## config.mk

```make
export PLATFORM = sky130hd
export DESIGN_NAME = saturating_count_table_rank_select
export DESIGN_NICKNAME = d
export VERILOG_FILES = /design/src/sv/sctrs_pkg.sv /design/src/sv/saturating_count_table_rank_select.sv
export VERILOG_INCLUDE_DIRS = /design/src /design/src/sv
export SDC_FILE = /design/constraint.sdc
export NUM_CORES = 1
export LEC_CHECK = 0
export BUFFER_PORTS_ARGS = -buffer_cell sky130_fd_sc_hd__buf_2
export CAP_MARGIN = 20
export CELL_PAD_IN_SITES_DETAIL_PLACEMENT = 2
export CELL_PAD_IN_SITES_GLOBAL_PLACEMENT = 2
export CORE_MARGIN = 4
export CORE_UTILIZATION = 43
export CTS_CLUSTER_SIZE = 40
export DETAILED_ROUTE_END_ITERATION = 12
export MAX_ROUTING_LAYER = met4
export PLACE_DENSITY = 0.77
export SLEW_MARGIN = 20
export SYNTH_ARGS = -nofsm -noshare
export SYNTH_HDL_FRONTEND = slang
export SYNTH_SLANG_ARGS = --single-unit
```

## constraint.sdc

```tcl
create_clock -name clk_i -period 5.1 [get_ports clk_i]
set_input_delay 0.51 -clock clk_i [delete_from_list [all_inputs] [get_ports clk_i]]
set_output_delay 0.51 -clock clk_i [all_outputs]
set_load 0.005 [all_outputs]
```

## src/sv/saturating_count_table_rank_select_defines.svh

```systemverilog
// ----------------------------------------------------------------------------
// Assertion macros for the saturating count table
// Shared concurrent assertion wrappers, clocked on clk_i and held off in reset.
// ----------------------------------------------------------------------------
`ifndef SATURATING_COUNT_TABLE_RANK_SELECT_DEFINES_SVH
`define SATURATING_COUNT_TABLE_RANK_SELECT_DEFINES_SVH

// A condition that must hold at every clock edge outside reset.
`define SCTRS_ASSERT(lbl, cond, msg) \
  lbl: assert property (@(posedge clk_i) disable iff (!rst_ni) (cond)) else $error(msg);

// A condition that must hold in the cycle after the antecedent.
`define SCTRS_ASSERT_NEXT(lbl, ante, cons, msg) \
  lbl: assert property (@(posedge clk_i) disable iff (!rst_ni) (ante) |=> (cons)) \
    else $error(msg);

`endif

```

## src/sv/sctrs_pkg.sv

```systemverilog
// ----------------------------------------------------------------------------
// Saturating count table package
// Sizes, operation codes and kind index helpers.
// ----------------------------------------------------------------------------
`timescale 1ns / 1ps
`default_nettype none

package sctrs_pkg;

  localparam int unsigned Kinds    = 34;
  localparam int unsigned KindIdxW = 6;
  localparam int unsigned CountW   = 3;
  localparam int unsigned TotalW   = 8;
  localparam int unsigned RandW    = 16;

  localparam logic [CountW-1:0] MaxPerKind = 3'd4;
  localparam logic [TotalW-1:0] TotalMax   = 8'd136;

  localparam logic [3:0] SuitSize     = 4'd9;
  localparam logic [3:0] LastSuitSize = 4'd7;
  localparam logic [1:0] LastSuit     = 2'd3;

  localparam logic [2:0] OpAdd    = 3'd0;
  localparam logic [2:0] OpSet    = 3'd1;
  localparam logic [2:0] OpClear  = 3'd2;
  localparam logic [2:0] OpRead   = 3'd3;
  localparam logic [2:0] OpSelect = 3'd4;
  localparam logic [2:0] OpRank   = 3'd5;
  localparam logic [2:0] OpDraw   = 3'd6;

  // First linear index of a suit: suit * 9.
  function automatic logic [KindIdxW-1:0] suit_base(input logic [1:0] s);
    return {1'b0, s, 3'b000} + {4'b0000, s};
  endfunction

  function automatic logic [1:0] kind_suit(input logic [KindIdxW-1:0] i);
    logic [1:0] s;
    if (i >= 6'd27) begin
      s = 2'd3;
    end else if (i >= 6'd18) begin
      s = 2'd2;
    end else if (i >= 6'd9) begin
      s = 2'd1;
    end else begin
      s = 2'd0;
    end
    return s;
  endfunction

  function automatic logic [3:0] kind_number(input logic [KindIdxW-1:0] i);
    logic [KindIdxW-1:0] diff;
    diff = i - suit_base(kind_suit(i));
    return diff[3:0];
  endfunction

endpackage

`default_nettype wire

```

## src/sv/saturating_count_table_rank_select.sv

```systemverilog
// ----------------------------------------------------------------------------
// Saturating count table with rank and select
// Keeps a 0..4 count for each of 34 kinds and answers add, set, clear, read,
// select by rank, rank of kind and random draw, one beat out per beat in.
// ----------------------------------------------------------------------------
//
// Channel  Dir  Beat contents
// s_axis   in   tuser: operation; tdata: suit, number, delta, new_count,
//               rank_index, random_value
// m_axis   out  tdata: count, total, found, found_suit, found_number, rank
//
// An item goes from its input beat to its result through these steps:
// a read and a write of the addressed entry, then one pass of the shared
// accumulate and compare unit over all 34 counts, one count per cycle from
// the single read port. A draw first runs a 16-step restoring remainder.
// Reset clears the table at once through per-entry valid bits.
// The input is taken again while a result beat still waits on m_axis_tready;
// the next result waits until that beat is taken.
`timescale 1ns / 1ps
`default_nettype none

`include "saturating_count_table_rank_select_defines.svh"

module saturating_count_table_rank_select
  import sctrs_pkg::*;
(
  input  wire logic        clk_i,
  input  wire logic        rst_ni,
  input  wire logic        s_axis_tvalid,
  output logic             s_axis_tready,
  // suit[1:0], number[5:2], delta[10:6], new_count[14:11], rank_index[22:15],
  // random_value[38:23], zero[39]
  input  wire logic [39:0] s_axis_tdata,
  // operation[2:0]
  input  wire logic [2:0]  s_axis_tuser,
  output logic             m_axis_tvalid,
  input  wire logic        m_axis_tready,
  // count[2:0], total[10:3], found[11], found_suit[13:12], found_number[17:14],
  // rank[25:18], zero[31:26]
  output logic [31:0]      m_axis_tdata
);

  localparam logic [2:0] S_IDLE = 3'd0;
  localparam logic [2:0] S_RD   = 3'd1;
  localparam logic [2:0] S_WR   = 3'd2;
  localparam logic [2:0] S_MOD  = 3'd3;
  localparam logic [2:0] S_WALK = 3'd4;
  localparam logic [2:0] S_DONE = 3'd5;

  localparam logic [KindIdxW-1:0] LastKind = KindIdxW'(Kinds - 1);
  localparam logic [KindIdxW-1:0] WalkEnd  = KindIdxW'(Kinds);

  logic [2:0] state_q, state_d;

  // Input fields of the current item.
  logic [1:0]          in_suit;
  logic [3:0]          in_number;
  logic [KindIdxW-1:0] in_idx;
  logic                in_ok;

  logic [2:0]          op_q;
  logic [KindIdxW-1:0] idx_q;
  logic                kind_ok_q;
  logic [4:0]          delta_q;
  logic [3:0]          nc_q;
  logic [TotalW-1:0]   pos_q;
  logic [RandW-1:0]    rv_q;

  // Count memory with per-entry valid bits.
  logic [CountW-1:0]   mem_q [Kinds];
  logic [CountW-1:0]   mem_rd_q;
  logic [Kinds-1:0]    valid_q;
  logic                vld_rd_q;
  logic                rd_en;
  logic [KindIdxW-1:0] rd_addr;
  logic                wr_en;
  logic [CountW-1:0]   wr_data;
  logic [CountW-1:0]   rd_count;

  logic [TotalW-1:0]   total_q, total_d;

  // Remainder unit.
  logic [TotalW-1:0]   rem_q;
  logic [3:0]          div_cnt_q;
  logic [TotalW:0]     trial;
  logic [TotalW-1:0]   rem_next;

  // Walk unit.
  logic [KindIdxW-1:0] walk_q;
  logic                pend_q;
  logic [KindIdxW-1:0] proc_idx_q;
  logic [TotalW-1:0]   acc_q;
  logic [TotalW-1:0]   acc_sum;
  logic                sel_en_q;
  logic                found_q;
  logic [1:0]          fs_q;
  logic [3:0]          fn_q;
  logic [CountW-1:0]   cnt_q;
  logic [TotalW-1:0]   rank_q;

  logic signed [5:0]   add_sum;
  logic [CountW-1:0]   new_count;
  logic                s_beat;

  assign in_suit   = s_axis_tdata[1:0];
  assign in_number = s_axis_tdata[5:2];
  assign in_idx    = suit_base(in_suit) + {2'b00, in_number};
  assign in_ok     = (in_suit == LastSuit) ? (in_number < LastSuitSize)
                                           : (in_number < SuitSize);

  assign s_axis_tready = (state_q == S_IDLE);
  assign s_beat        = s_axis_tvalid && s_axis_tready;

  assign rd_count = vld_rd_q ? mem_rd_q : '0;

  // Saturating update of the addressed entry.
  always_comb begin
    add_sum   = $signed({3'b000, rd_count}) + $signed({delta_q[4], delta_q});
    new_count = rd_count;
    if (op_q == OpAdd) begin
      if (add_sum < 6'sd0) begin
        new_count = '0;
      end else if (add_sum > $signed({3'b000, MaxPerKind})) begin
        new_count = MaxPerKind;
      end else begin
        new_count = add_sum[CountW-1:0];
      end
    end else if (op_q == OpSet) begin
      new_count = ({1'b0, nc_q} > {2'b00, MaxPerKind}) ? MaxPerKind : nc_q[CountW-1:0];
    end
  end

  assign wr_en   = (state_q == S_WR) && kind_ok_q && (op_q == OpAdd || op_q == OpSet);
  assign wr_data = new_count;

  always_comb begin
    rd_en   = 1'b0;
    rd_addr = idx_q;
    if (state_q == S_RD) begin
      rd_en = kind_ok_q;
    end else if (state_q == S_WALK && walk_q != WalkEnd) begin
      rd_en   = 1'b1;
      rd_addr = walk_q;
    end
  end

  always_comb begin
    total_d = total_q;
    if (op_q == OpClear) begin
      total_d = '0;
    end else if (wr_en) begin
      total_d = total_q - {5'b00000, rd_count} + {5'b00000, new_count};
    end
  end

  assign trial    = {rem_q, rv_q[RandW-1]};
  assign rem_next = (trial >= {1'b0, total_q}) ? TotalW'(trial - {1'b0, total_q})
                                               : trial[TotalW-1:0];
  assign acc_sum  = acc_q + {5'b00000, rd_count};

  always_ff @(posedge clk_i) begin
    if (rd_en) begin
      mem_rd_q <= mem_q[rd_addr];
    end
    if (wr_en) begin
      mem_q[idx_q] <= wr_data;
    end
  end

  always_ff @(posedge clk_i or negedge rst_ni) begin
    if (!rst_ni) begin
      valid_q  <= '0;
      vld_rd_q <= 1'b0;
    end else begin
      if (rd_en) begin
        vld_rd_q <= valid_q[rd_addr];
      end
      if (state_q == S_WR && op_q == OpClear) begin
        valid_q <= '0;
      end else if (wr_en) begin
        valid_q[idx_q] <= 1'b1;
      end
    end
  end

  always_comb begin
    state_d = state_q;
    unique case (state_q)
      S_IDLE: if (s_beat) state_d = S_RD;
      S_RD:   state_d = S_WR;
      S_WR:   state_d = (op_q == OpDraw && total_d != '0) ? S_MOD : S_WALK;
      S_MOD:  if (div_cnt_q == 4'd15) state_d = S_WALK;
      S_WALK: if (walk_q == WalkEnd && pend_q) state_d = S_DONE;
      S_DONE: if (!m_axis_tvalid || m_axis_tready) state_d = S_IDLE;
      default: state_d = S_IDLE;
    endcase
  end

  always_ff @(posedge clk_i or negedge rst_ni) begin
    if (!rst_ni) begin
      state_q       <= S_IDLE;
      total_q       <= '0;
      sel_en_q      <= 1'b0;
      found_q       <= 1'b0;
      pend_q        <= 1'b0;
      walk_q        <= '0;
      div_cnt_q     <= '0;
      m_axis_tvalid <= 1'b0;
    end else begin
      state_q <= state_d;
      if (m_axis_tvalid && m_axis_tready && state_q != S_DONE) begin
        m_axis_tvalid <= 1'b0;
      end
      unique case (state_q)
        S_WR: begin
          total_q   <= total_d;
          sel_en_q  <= (op_q == OpSelect) || (op_q == OpDraw && total_d != '0);
          found_q   <= 1'b0;
          walk_q    <= '0;
          pend_q    <= 1'b0;
          div_cnt_q <= '0;
        end
        S_MOD: begin
          div_cnt_q <= div_cnt_q + 4'd1;
        end
        S_WALK: begin
          pend_q <= (walk_q != WalkEnd);
          if (walk_q != WalkEnd) begin
            walk_q <= walk_q + KindIdxW'(1);
          end
          if (pend_q && sel_en_q && !found_q && pos_q < acc_sum) begin
            found_q <= 1'b1;
          end
        end
        S_DONE: begin
          if (!m_axis_tvalid || m_axis_tready) begin
            m_axis_tvalid <= 1'b1;
          end
        end
        default: begin
        end
      endcase
    end
  end

  // Payload registers.
  always_ff @(posedge clk_i) begin
    if (s_beat) begin
      op_q      <= s_axis_tuser;
      idx_q     <= in_idx;
      kind_ok_q <= in_ok;
      delta_q   <= s_axis_tdata[10:6];
      nc_q      <= s_axis_tdata[14:11];
      pos_q     <= s_axis_tdata[22:15];
      rv_q      <= s_axis_tdata[38:23];
    end
    if (state_q == S_WR) begin
      acc_q  <= '0;
      rem_q  <= '0;
      cnt_q  <= '0;
      rank_q <= '0;
      fs_q   <= '0;
      fn_q   <= '0;
    end
    if (state_q == S_MOD) begin
      rem_q <= rem_next;
      rv_q  <= {rv_q[RandW-2:0], 1'b0};
      if (div_cnt_q == 4'd15) begin
        pos_q <= rem_next;
      end
    end
    if (state_q == S_WALK && pend_q) begin
      acc_q <= acc_sum;
      if (kind_ok_q && proc_idx_q == idx_q) begin
        cnt_q  <= rd_count;
        rank_q <= acc_q;
      end
      if (sel_en_q && !found_q && pos_q < acc_sum) begin
        fs_q <= kind_suit(proc_idx_q);
        fn_q <= kind_number(proc_idx_q);
      end
    end
    if (state_q == S_WALK) begin
      proc_idx_q <= (walk_q == WalkEnd) ? LastKind : walk_q;
    end
    if (state_q == S_DONE && (!m_axis_tvalid || m_axis_tready)) begin
      m_axis_tdata <= {6'b000000,
                       kind_ok_q ? rank_q : total_q,
                       found_q ? fn_q : 4'd0,
                       found_q ? fs_q : 2'd0,
                       found_q,
                       total_q,
                       cnt_q};
    end
  end

  `SCTRS_ASSERT(a_found_needs_select, !found_q || sel_en_q,
                "found set without a select or draw")
  `SCTRS_ASSERT(a_total_bound, total_q <= TotalMax, "total past its maximum")
  `SCTRS_ASSERT(a_rem_below_total, state_q != S_MOD || rem_q < total_q,
                "remainder not below total")
  `SCTRS_ASSERT_NEXT(a_walk_sum, state_q == S_WALK && state_d == S_DONE,
                     acc_q == total_q, "walk sum differs from running total")

endmodule

`default_nettype wire
```

==> out/metrics.json <==
{
  "status": {
    "status": "finished with violations",
    "violations": "negative setup slack"
  },
  "sta": {
    "maxSlewViolCount": 0,
    "setup_violations": 4,
    "timing.max_slew.rel_slack": 0.286,
    "worst_pin_slew_ns": 1.06,
    "setup_total_negative_slack_ns": -0.643,
    "timing.final.crit_period_ns": 5.33,
    "timing.fmax_mhz": 188,
    "rsz0062_at_grt": "true",
    "clock-skew-final_ns": 0.0287,
    "hold_violations": 0,
    "min_period_over_period": 1.05,
    "final_critical_path_setup_slack_ns": -0.233
  },
  "logic_synthesis": {
    "ys_dominant_reg_cell": "edfxtp_1",
    "synth_seq_cells": 273,
    "synthesized_instance_count": 976,
    "netlist_area_um2": 12700,
    "async_set_reset_flop_share_out_of_synthesis": 0.220,
    "synth_enable_flop_cells": 187,
    "synthDistinctLibCells": 70,
    "synthesis.yosys.warnings": 0,
    "post_synthesis_mean_instance_area_um2": 13.0,
    "synth-seq-area-share": 0.602
  },
  "floorplan": {
    "initial_core_util": 0.438,
    "die_area_um2": 32300,
    "dieHeight_um": 180,
    "num_io_pins": 81,
    "rows": 62,
    "floorplan.core_area_um2": 28900,
    "die_width_um": 180
  },
  "detailed_routing": {
    "drtAntennaViolNets": 0,
    "detail_route.drc_violations": 0,
    "detailedRoute.firstPassIterationCount": 4,
    "first_iter_violations": 615,
    "vias": 8444,
    "drt-wirelength-per-cell_um": 24.9,
    "avgViaCountPerCell": 5.71,
    "routed_wl_um": 36900
  },
  "power": {
    "power.switching_mw": 3.41,
    "combinationalPowerShare": 0.392,
    "max-vdd-ir-drop_mv": 0.275,
    "power.total_mw": 9.22,
    "clkPwrFrac": 0.257,
    "power.density_nw_per_um2": 620,
    "power.switching_fraction": 0.370,
    "pwr-share-seq": 0.351,
    "cell_internal_pwr_mw": 5.81,
    "leakagePower_nw": 5.76
  },
  "critical_path": {
    "r2r-start": "mem_rd_q[1]",
    "worst-endpoint-arrival_ns": 5.78,
    "critical_path_required_ns": 5.54,
    "reg2reg_depth": 22,
    "path_max_fanout": 4,
    "critical_path.n_buffers_inverters": 3,
    "worst_path_dominant_cell_family": "compound AO/OA/AOI/OAI gates",
    "reg2reg_slack_ns": -0.23,
    "cp-end-kind": "flop",
    "max_stage_delay_ns": 0.56,
    "worstReg2RegEnd": "state_q[1]",
    "cell_with_the_biggest_individual_delay_on_the_critical_path": "or4_1",
    "worstSetupStartpointType": "flop",
    "critical_path_class": "reg2reg",
    "cp_cell_sequence": "nand2_2, xnor2_2, ha_4, a31oi_4, nor2_1, a21o_1, a41o_1, o2111a_2, a221oi_4, fa_1, inv_2, ha_4, a21oi_4, o21bai_1, xor2_1, or4_1, o41ai_2, buf_4, nand3_2, nand4b_1, buf_4, o21ai_2"
  },
  "cts": {
    "register_clock_pin_slew_on_the_reported_worst_setup_and_hold_paths_ns": 0.07,
    "tritoncts": "yes",
    "cts.sink_count": 273,
    "clock_path_buffers": 3,
    "cts_made_buffers": 31,
    "clock_root_buffer": "clkbuf_16",
    "clock_insertion_delay_at_the_later_pin_of_the_skew_report_ns": 0.59,
    "htree_num_levels": 1,
    "postCtsHoldBufs": 0
  },
  "cells_and_area": {
    "layout_common_cells": "187 x edfxtp_1, 83 x nand2_1, 81 x nor2_1",
    "antenna_cells": 0,
    "syn_to_final_growth_pct": 17.3,
    "nets": 1161,
    "final_cells": 1480,
    "mostFrequentLayoutCell": "edfxtp_1",
    "drive_above_1_share": 0.224
  },
  "placed_design": {
    "dp.cells": 1411,
    "place.port_buffers": 73,
    "gp_routability_congestion": 0.800,
    "detailed_place_hpwl_um": 24400
  },
  "global_route": {
    "grt.total_usage": 0.226,
    "antenna_found_initial": 0,
    "grt_start_max_net_pins": 61,
    "global_route.overflow_total": 0,
    "grt_first_pass_wirelength_um": 56400,
    "first_global_vias": 9284
  },
  "worst_hold_path": {
    "hold_path_class": "in2async"
  },
  "run": {
    "maxCapViolations": 0
  }
}
[metrics by stage]
step | instance area, um2 | worst slack (ns) | hold slack (ns) | utilization
6_report | 14900 | -0.233 | 0.102 | 0.514
3_5_place_dp | 13500 | -0.159 | 0.440 | 0.467
4_1_cts | 14700 | 0.00538 | 0.0941 | 0.507
3_3_place_gp | 13500 | 0.0210 | 0.419 | 0.467
2_1_floorplan | 12700 | 0.364 | 0.214 | -
5_1_grt | 14900 | -0.420 | 0.0840 | 0.514
[what timing repair did]
item                       in CTS  in global routing
resized for setup              11                 32
setup buffers                   3                  8
setup endpoints to repair       4                  4
pin swaps                       6                 21
[routing by layer]
metal,part of all wire,GRT usage,up-vias
met3,0.044,0.0277,45
met2,0.50,0.377,223
met5,0,-,-
met1,0.44,0.304,4379
li1,-,-,3797
met4,0.017,0.0408,0
[sequential cells by signal, summed over array words and instances, names as in the netlist, 5 cells and up]
signal,flops
idx_q,6
valid_q,34
acc_q,8
walk_q,6
rv_q,16
pos_q,8
rank_q,8
delta_q,5
m_axis_tdata,26
proc_idx_q,6
rem_q,8
mem_q,102
total_q,8
[power by group through the flow]
stage / Sequential (mW) / Combinational [mW] / Clock, mW
floorplan: 3.09 / 2.15 / 0
global placement: 3.24 / 2.92 / 0
detailed placement: 3.26 / 3.10 / 0
CTS: 3.22 / 3.23 / 2.40
global route: 3.28 / 3.94 / 2.51
finish: 3.24 / 3.62 / 2.37
[worst register-to-register path, cell delays in order, from the launching register on]
cell,delay (ns)
edfxtp_1,0.41
nand2_2,0.14
xnor2_2,0.18
ha_4,0.18
a31oi_4,0.19
nor2_1,0.12
a21o_1,0.20
a41o_1,0.28
o2111a_2,0.20
a221oi_4,0.36
fa_1,0.49
inv_2,0.09
ha_4,0.20
a21oi_4,0.19
o21bai_1,0.16
xor2_1,0.22
or4_1,0.56
o41ai_2,0.38
buf_4,0.19
nand3_2,0.08
nand4b_1,0.17
buf_4,0.15
o21ai_2,0.05
[Yosys cell counts (27+ instances only)]
master | number | area share
nor2_1 | 84 | 0.025
o21a_1 | 34 | 0.020
ha_1 | 37 | 0.036
xnor2_1 | 27 | 0.019
nand2_1 | 87 | 0.026
clkbuf_1 | 30 | 0.0089
dfrtp_1 | 60 | 0.12
o21ai_0 | 36 | 0.014
mux4_2 | 27 | 0.048
edfxtp_1 | 187 | 0.44
inv_1 | 43 | 0.013
[layout make-up]
type	count	area, um2
inverter	44	170
clock buffer	43	881
tap	384	480
fill	2733	14100
timing repair buffer	106	621
sequential	273	7640
clock inverter	15	206
multi-input combinational	615	4880
[cells by family (layout without fill, tap and decap cells)]
family	count (synthesis)	count (layout)	synth area share
mux	64	64	0.0854
compound gates	193	193	0.107
xor+xnor	37	37	0.0255
flops	273	273	0.602
fa+ha+maj	48	48	0.0499
simple gates	267	267	0.0983
other cells	1	6	0.000296
buf+inv	93	208	0.0321
[worst max-delay path by stage]
stage                start         end  slack, ns  cells past startpoint
6_report       mem_rd_q[1]  state_q[1]      -0.23                     22
5_1_grt        mem_rd_q[1]  state_q[1]      -0.42                     22
4_1_cts           vld_rd_q  state_q[2]      0.005                     24
3_5_place_dp      vld_rd_q  state_q[2]      -0.16                     22
3_3_place_gp      vld_rd_q  state_q[0]       0.02                     20
2_1_floorplan     vld_rd_q  state_q[2]       0.36                     19
(Power assumes the default switching activity.)
